===== config.mk =====
export PLATFORM = sky130hd
export DESIGN_NAME = session_binding_table_with_idle_aging_top
export DESIGN_NICKNAME = d
export VERILOG_FILES = /design/src/design/sbt_pkg.sv /design/src/design/sbt_rec_ram.sv /design/src/design/session_binding_table_with_idle_aging_top.sv
export SDC_FILE = /design/constraint.sdc
export NUM_CORES = 2
export LEC_CHECK = 0
export CORE_ASPECT_RATIO = 0.6
export CORE_MARGIN = 2
export CORE_UTILIZATION = 50
export CTS_CLUSTER_SIZE = 30
export DETAILED_ROUTE_END_ITERATION = 8
export DONT_BUFFER_PORTS = 1
export PLACE_DENSITY = 0.66
export SYNTH_ARGS = -nofsm -noshare
export SYNTH_HDL_FRONTEND = slang
export SYNTH_SLANG_ARGS = --single-unit

===== constraint.sdc =====
create_clock -name i_clk -period 66.4 [get_ports i_clk]
set_input_delay 3.32 -clock i_clk [delete_from_list [all_inputs] [get_ports i_clk]]
set_output_delay 3.32 -clock i_clk [all_outputs]
set_load 0.01 [all_outputs]

===== src/design/sbt_pkg.sv =====
`timescale 1ns / 1ps
// ----------------------------------------------------------------------------
// sbt_pkg
// Shared types and codes for the session binding table.
// ----------------------------------------------------------------------------
package sbt_pkg;

    localparam int ENTRIES_DEF = 16;

    // operation codes
    localparam logic [2:0] K_BIND   = 3'd0;
    localparam logic [2:0] K_UNBIND = 3'd1;
    localparam logic [2:0] K_LOOKUP = 3'd2;
    localparam logic [2:0] K_TOUCH  = 3'd3;
    localparam logic [2:0] K_EXPIRE = 3'd4;

    // status codes
    localparam logic [1:0] ST_OK       = 2'd0;
    localparam logic [1:0] ST_DUP      = 2'd1;
    localparam logic [1:0] ST_NOTFOUND = 2'd2;
    localparam logic [1:0] ST_FULL     = 2'd3;

    typedef struct packed {
        logic [2:0]  kind;
        logic [31:0] channel_tag;
        logic [31:0] thread_tag;
        logic [63:0] agent;
        logic [31:0] idle_timeout;
        logic [31:0] now;
    } t_cmd;

    typedef struct packed {
        logic [1:0]  status;
        logic [63:0] agent_out;
        logic [8:0]  expired_count;
    } t_rsp;

    // one stored binding
    typedef struct packed {
        logic [31:0] channel;
        logic [31:0] thread;
        logic [63:0] agent;
        logic [31:0] last_seen;
        logic [31:0] timeout;
    } t_rec;

endpackage


===== src/design/sbt_rec_ram.sv =====
`timescale 1ns / 1ps
// ----------------------------------------------------------------------------
// sbt_rec_ram
// Binding record store: one write port, one registered read port.
// ----------------------------------------------------------------------------
module sbt_rec_ram #(
    parameter int ENTRIES = sbt_pkg::ENTRIES_DEF,
    parameter int AW      = (ENTRIES > 1) ? $clog2(ENTRIES) : 1
) (
    input  logic          i_clk,
    input  logic          i_we,
    input  logic [AW-1:0] i_waddr,
    input  sbt_pkg::t_rec i_wdata,
    input  logic [AW-1:0] i_raddr,
    output sbt_pkg::t_rec o_rdata
);
    import sbt_pkg::*;

    t_rec r_mem [ENTRIES];
    t_rec r_rdata;

    always_ff @(posedge i_clk) begin
        if (i_we) begin
            r_mem[i_waddr] <= i_wdata;
        end
    end

    always_ff @(posedge i_clk) begin
        r_rdata <= r_mem[i_raddr];
    end

    assign o_rdata = r_rdata;

endmodule


===== src/design/session_binding_table_with_idle_aging_top.sv =====
`timescale 1ns / 1ps
// ----------------------------------------------------------------------------
// session_binding_table_with_idle_aging_top
// Key-matched binding table with idle-timeout aging, scanned out of a RAM.
// ----------------------------------------------------------------------------
// The scan reads each slot in turn, checks the last read word, then commits
//   in S_DONE; busy drops only once the result is registered, and the result
//   is taken at the edge that ends the o_strobe cycle.
// A new command is accepted only while busy is low: transactions never overlap.
// The receiver cannot stall: o_strobe is high for one cycle per result, and
//   o_rsp holds the result until the next one is registered.
// Reset (synchronous, active low) clears all valid bits and the control state;
//   the record RAM is not cleared and needs no clearing pass.
module session_binding_table_with_idle_aging_top #(
    parameter int ENTRIES = sbt_pkg::ENTRIES_DEF
) (
    input  logic          i_clk,
    input  logic          i_rst_n,
    input  logic          start,
    output logic          busy,
    input  sbt_pkg::t_cmd i_cmd,
    output logic          o_strobe,
    output sbt_pkg::t_rsp o_rsp
);
    import sbt_pkg::*;

    localparam int AW = (ENTRIES > 1) ? $clog2(ENTRIES) : 1;
    localparam int CW = $clog2(ENTRIES + 1);

    // sequencer states
    localparam logic [1:0] S_IDLE = 2'd0;
    localparam logic [1:0] S_SCAN = 2'd1;
    localparam logic [1:0] S_DONE = 2'd2;

    logic [1:0]         r_state;
    t_cmd               r_cmd;
    logic [CW-1:0]      r_addr;     // next RAM address to read, ENTRIES = done
    logic               r_chk;      // RAM read data valid this cycle
    logic [AW-1:0]      r_chk_idx;  // slot that read data belongs to
    logic               r_hit;
    logic [AW-1:0]      r_hit_idx;
    t_rec               r_hit_rec;
    logic               r_free;
    logic [AW-1:0]      r_free_idx;
    logic [8:0]         r_count;
    logic [ENTRIES-1:0] r_valid;
    logic               r_strobe;
    t_rsp               r_rsp;

    logic          accept;
    logic          scan_more;
    t_rec          rd_rec;
    logic          cur_valid;
    logic          key_match;
    logic          aged;
    logic [31:0]   idle_time;
    logic          we;
    logic [AW-1:0] waddr;
    t_rec          wdata;
    t_rsp          n_rsp;

    assign accept    = start && !busy;
    assign busy      = (r_state != S_IDLE);
    assign scan_more = (r_addr < CW'(ENTRIES));

    // ---------------------------------------------------------------------
    // Record RAM: read one slot per scan cycle, write on bind/touch commit
    // ---------------------------------------------------------------------
    sbt_rec_ram #(
        .ENTRIES (ENTRIES),
        .AW      (AW)
    ) u_ram (
        .i_clk   (i_clk),
        .i_we    (we),
        .i_waddr (waddr),
        .i_wdata (wdata),
        .i_raddr (r_addr[AW-1:0]),
        .o_rdata (rd_rec)
    );

    // ---------------------------------------------------------------------
    // Per-slot evaluation of the word returned by the RAM
    // ---------------------------------------------------------------------
    assign cur_valid = r_valid[r_chk_idx];
    assign key_match = cur_valid &&
                       (rd_rec.channel == r_cmd.channel_tag) &&
                       (rd_rec.thread  == r_cmd.thread_tag);
    // last_seen <= now is checked first, so the difference never wraps
    assign idle_time = r_cmd.now - rd_rec.last_seen;
    assign aged      = cur_valid && (rd_rec.timeout != 32'd0) &&
                       (rd_rec.last_seen <= r_cmd.now) &&
                       (idle_time >= rd_rec.timeout);

    // ---------------------------------------------------------------------
    // Sequencer
    // ---------------------------------------------------------------------
    always_ff @(posedge i_clk) begin
        if (!i_rst_n) begin
            r_state <= S_IDLE;
            r_chk   <= 1'b0;
        end else begin
            r_chk <= (r_state == S_SCAN) && scan_more;
            unique case (r_state)
                S_IDLE: begin
                    if (accept) begin
                        r_state <= S_SCAN;
                    end
                end
                S_SCAN: begin
                    if (!scan_more) begin
                        r_state <= S_DONE;
                    end
                end
                S_DONE: begin
                    r_state <= S_IDLE;
                end
                default: begin
                    r_state <= S_IDLE;
                end
            endcase
        end
    end

    // scan bookkeeping: first key match, first free slot, aged count
    always_ff @(posedge i_clk) begin
        if (accept) begin
            r_cmd   <= i_cmd;
            r_addr  <= '0;
            r_hit   <= 1'b0;
            r_free  <= 1'b0;
            r_count <= '0;
        end else if (r_state == S_SCAN) begin
            if (scan_more) begin
                r_addr <= r_addr + CW'(1);
            end
            if (r_chk) begin
                if (key_match && !r_hit) begin
                    r_hit     <= 1'b1;
                    r_hit_idx <= r_chk_idx;
                    r_hit_rec <= rd_rec;
                end
                if (!cur_valid && !r_free) begin
                    r_free     <= 1'b1;
                    r_free_idx <= r_chk_idx;
                end
                if ((r_cmd.kind == K_EXPIRE) && aged) begin
                    r_count <= r_count + 9'd1;
                end
            end
        end
    end

    always_ff @(posedge i_clk) begin
        r_chk_idx <= r_addr[AW-1:0];
    end

    // ---------------------------------------------------------------------
    // Commit: RAM write and response for the finished scan
    // ---------------------------------------------------------------------
    always_comb begin
        we    = 1'b0;
        waddr = r_hit_idx;
        wdata = r_hit_rec;
        n_rsp = '{status: ST_OK, agent_out: 64'd0, expired_count: 9'd0};
        unique case (r_cmd.kind)
            K_BIND: begin
                waddr = r_free_idx;
                wdata = '{channel:   r_cmd.channel_tag,
                          thread:    r_cmd.thread_tag,
                          agent:     r_cmd.agent,
                          last_seen: r_cmd.now,
                          timeout:   r_cmd.idle_timeout};
                if (r_hit) begin
                    n_rsp.status = ST_DUP;
                end else if (r_free) begin
                    we = 1'b1;
                end else begin
                    n_rsp.status = ST_FULL;
                end
            end
            K_UNBIND: begin
                if (!r_hit) begin
                    n_rsp.status = ST_NOTFOUND;
                end
            end
            K_LOOKUP: begin
                if (r_hit) begin
                    n_rsp.agent_out = r_hit_rec.agent;
                end else begin
                    n_rsp.status = ST_NOTFOUND;
                end
            end
            K_TOUCH: begin
                wdata.last_seen = r_cmd.now;
                if (r_hit) begin
                    we = 1'b1;
                end else begin
                    n_rsp.status = ST_NOTFOUND;
                end
            end
            K_EXPIRE: begin
                n_rsp.expired_count = r_count;
            end
            default: begin
            end
        endcase
        if (r_state != S_DONE) begin
            we = 1'b0;
        end
    end

    // valid bits: aged slots drop during the scan, bind/unbind at commit
    always_ff @(posedge i_clk) begin
        if (!i_rst_n) begin
            r_valid <= '0;
        end else if (r_state == S_SCAN) begin
            if (r_chk && (r_cmd.kind == K_EXPIRE) && aged) begin
                r_valid[r_chk_idx] <= 1'b0;
            end
        end else if (r_state == S_DONE) begin
            if ((r_cmd.kind == K_BIND) && we) begin
                r_valid[r_free_idx] <= 1'b1;
            end
            if ((r_cmd.kind == K_UNBIND) && r_hit) begin
                r_valid[r_hit_idx] <= 1'b0;
            end
        end
    end

    // result register: one-cycle strobe
    always_ff @(posedge i_clk) begin
        if (!i_rst_n) begin
            r_strobe <= 1'b0;
        end else begin
            r_strobe <= (r_state == S_DONE);
        end
    end

    always_ff @(posedge i_clk) begin
        if (r_state == S_DONE) begin
            r_rsp <= n_rsp;
        end
    end

    assign o_strobe = r_strobe;
    assign o_rsp    = r_rsp;

endmodule

==> run summary <==
Drt drc -> 0
Synth async-reset ratio -> 0%
WL per Instance -> 31.36 um
Clock latency on the worst-skew pair -> 920 ps
Row cnt -> 151
CP endpoint kind -> flip-flop
Crit path max-delay family -> buffers and inverters
Critical path's largest stage delay -> 920 ps
CP max-delay cell -> dfxtp_4
Routed Antenna Nets -> 0
Skew final -> 60.87 ps
Hold Path End -> r_hit_rec[75]
WS Path Type -> flip-flop to flip-flop
Die area -> 0.2867 mm2
Fin crit period -> 5526 ps
R2R cell count -> 6
Max Root-Sink Buffers -> 4
YS warnings -> 0
Count of cell types in the netlist -> 69
Chip Width -> 690.0 um
Placer Congestion -> 0.8070
1st-pass router iterations -> 6
# clock sinks -> 3774
Tightest Pin Transition -> 1231 ps
Max Cap Violations -> 0
Max VDD drop -> 23.28 uV
Gates resized, CTS repair -> 0
Global-route wire length before repair -> 471900 um
Core Area -> 0.2815 mm2
RSZ-0062 raised after global routing -> no
Initial core utilization -> 50.14%
Lkg Pwr -> 48.95 nW
Fmax achieved -> 0.1810 GHz
Synthesized area per cell -> 22.37 um2
H-tree depth -> 5
Setup bufs post-CTS -> 0
Via density -> 6.159
Syn Std Cell Area -> 0.1412 mm2
Post-synth EDFFs -> 3542
Syn nets -> 6574
Number of port buffers -> 0
Final setup violation count -> 0
FILL cells -> 20420
Total CTS buffers -> 341
Setup slack, reg-to-reg -> 60870 ps
DRT Wirelength -> 329900 um
Hold buffers post-CTS -> 0
Worst path bufs/invs -> 4
Tot GR Track Use -> 22.90%
Clk slew on worst S/H paths -> 60 ps
Final hold viol count -> 0
Initial antenna violation count -> 50
Worst-path maximum fanout -> 102
Slew Limit Fails -> 0
Root buffer cell -> clkbuf_16
Slew Limit Headroom -> 17.05%
CP required -> 67170 ps
Vias in the first global route -> 65350
Fin Setup TNS -> 0 ps
FF-to-FF Start -> r_addr[0]
Initial DRC Count -> 8162
Post-Syn Instances -> 6309
Pwr Total -> 5.142 mW
Tcrit/Tclk final -> 8.322%
Layout cells sized above 1 -> 24.40%
WHS -> 400.5 ps
WP data arrival -> 6300 ps
Worst Hold Launch -> u_ram.o_rdata[75]
Hold Path Stages -> 0
Register area share after synthesis -> 78.64%
Ys flop type -> edfxtp_1
Nature of the critical path startpoint -> flip-flop
Die H -> 415.6 um
Largest net degree at the start of global routing -> 170
Synth-to-layout area growth -> 11.33%
Total number of vias -> 64790
Pwr dens -> 32.72 mW/mm2
GRT Residual Overflow -> 0
Number of synthesized register bits -> 3774
DP Wirelength -> 169800 um
Crit path cell chain -> buf_12 -> buf_4 -> buf_12 -> buf_4 -> mux4_2 -> mux4_2
Status -> complete, no violations
Nets@finish -> 6742
Worst hold-check path type -> flip-flop to flip-flop
I/O pin total -> 275
R2r endpoint -> u_ram.o_rdata[139]
TritonCTS clock tree -> done
==> how the worst max path moves through the flow <==
stage	startpoint	to	slack, ps	cells past startpoint
floorplan	r_chk_idx[0]	r_hit_idx[0]	45250	5
global placement	r_addr[0]	u_ram.o_rdata[145]	60620	6
detailed placement	r_addr[0]	u_ram.o_rdata[145]	60580	6
CTS	r_addr[0]	u_ram.o_rdata[156]	60570	6
global route	r_addr[0]	u_ram.o_rdata[156]	60210	6
finish	r_addr[0]	u_ram.o_rdata[139]	60870	6
==> synth_stat cells (17+ instances only) <==
master    instances  area [um2]
and2_1           71       444.2
mux4_2          961       21640
buf_1            46       172.7
nand2_1         521        1956
xor2_1           37       324.1
a21oi_1          67       335.3
nand4_1          29       181.4
o21ai_0          31       155.2
clkbuf_1        228       855.8
ha_1             66       825.8
edfxtp_1       3542      106400
mux2_2           32       360.4
a21o_1           22       165.2
nor2_1           77       289.0
xnor2_1          57       499.2
inv_1            84       315.3
nor4_1           19       118.9
dfxtp_1         232        4644
nand3_1          17       85.08
==> layer usage <==
layer / vias to the layer above / share of wire, % / global-route usage (%)
li1: 26400 / - / -
met1: 35030 / 43 / 35.00
met2: 2875 / 46 / 34.13
met3: 469 / 8.2 / 4.550
met4: 16 / 2.6 / 6.131
met5: - / 0.033 / 0
==> registers in the layout (all words and copies together) (netlist names) <==
register	flops
o_rsp	75
r_valid	16
r_hit_rec	192
r_hit_idx	4
r_addr	5
r_free_idx	4
r_chk	1
r_state	2
r_free	1
r_chk_idx	4
r_count	9
r_cmd	195
u_ram.o_rdata	192
u_ram.r_mem	3072
o_strobe	1
r_hit	1
==> cell usage in the layout, fill, tap and decap left out, types with 14 or more instances in the layout <==
master	instances
clkbuf_8	35
nand2b_1	15
o221a_1	16
nor4_1	18
nor2_1	60
and2_1	71
ha_1	66
nor2_4	17
clkbuf_1	75
buf_12	21
dfxtp_1	228
edfxtp_1	3542
clkinv_1	42
mux4_2	961
xor2_1	37
inv_1	82
nand4_1	29
xnor2_1	57
bufinv_16	26
a21oi_1	67
clkbuf_16	347
a21o_1	22
clkinv_2	65
buf_4	88
nand3_1	17
nand2_1	521
clkinvlp_4	14
o21ai_0	31
mux2_2	32
==> area by class of cell <==
cell class / instances / area [um2] / area share, %
Sequential cell: 3774 / 111000 / 70.64
Clock inverter: 168 / 1667 / 1.060
Clock buffer: 457 / 9447 / 6.011
Inverter: 84 / 325.3 / 0.2070
Tap cell: 3748 / 4690 / 2.984
Antenna cell: 13 / 32.53 / 0.02070
Timing Repair Buffer: 109 / 1081 / 0.6879
Multi-Input combinational cell: 2167 / 28890 / 18.39
==> cell families (layout without fill, tap and decap cells) <==
logic type	count (synthesis)	count (layout)	share of synthesized area [%]
DFF	3774	3774	78.64
muxes	1000	1000	15.68
and+or+nand+nor	810	810	2.536
buffers and inverters	368	818	1.003
AOI/OAI and AO/OA	196	196	0.9546
xor gates and xnor gates	94	94	0.5832
adders and majority gates	67	67	0.5992
other	0	13	0
==> stage by stage <==
| step | utilization, % | cell area [um2] | worst slack [ps] | instances |
|---|---|---|---|---|
| 2_1_floorplan | - | 141200 | 45250 | 6309 |
| 3_3_place_gp | 51.87 | 146000 | 60620 | 9882 |
| 3_5_place_dp | 51.87 | 146000 | 60580 | 9882 |
| 4_1_cts | 55.82 | 157100 | 60570 | 10510 |
| 5_1_grt | 55.82 | 157100 | 60210 | 10520 |
| 6_report | 55.83 | 157200 | 60870 | 10520 |
==> where the power goes <==
group	internal, mW	switching [mW]	leakage (nW)	total [mW]
Combinational	0.251	0.245	9.71	0.496
Clock	1.11	0.864	5.44	1.97
Sequential	2.64	0.0392	33.8	2.67
Note: power is estimated with default switching activity, not from simulation.
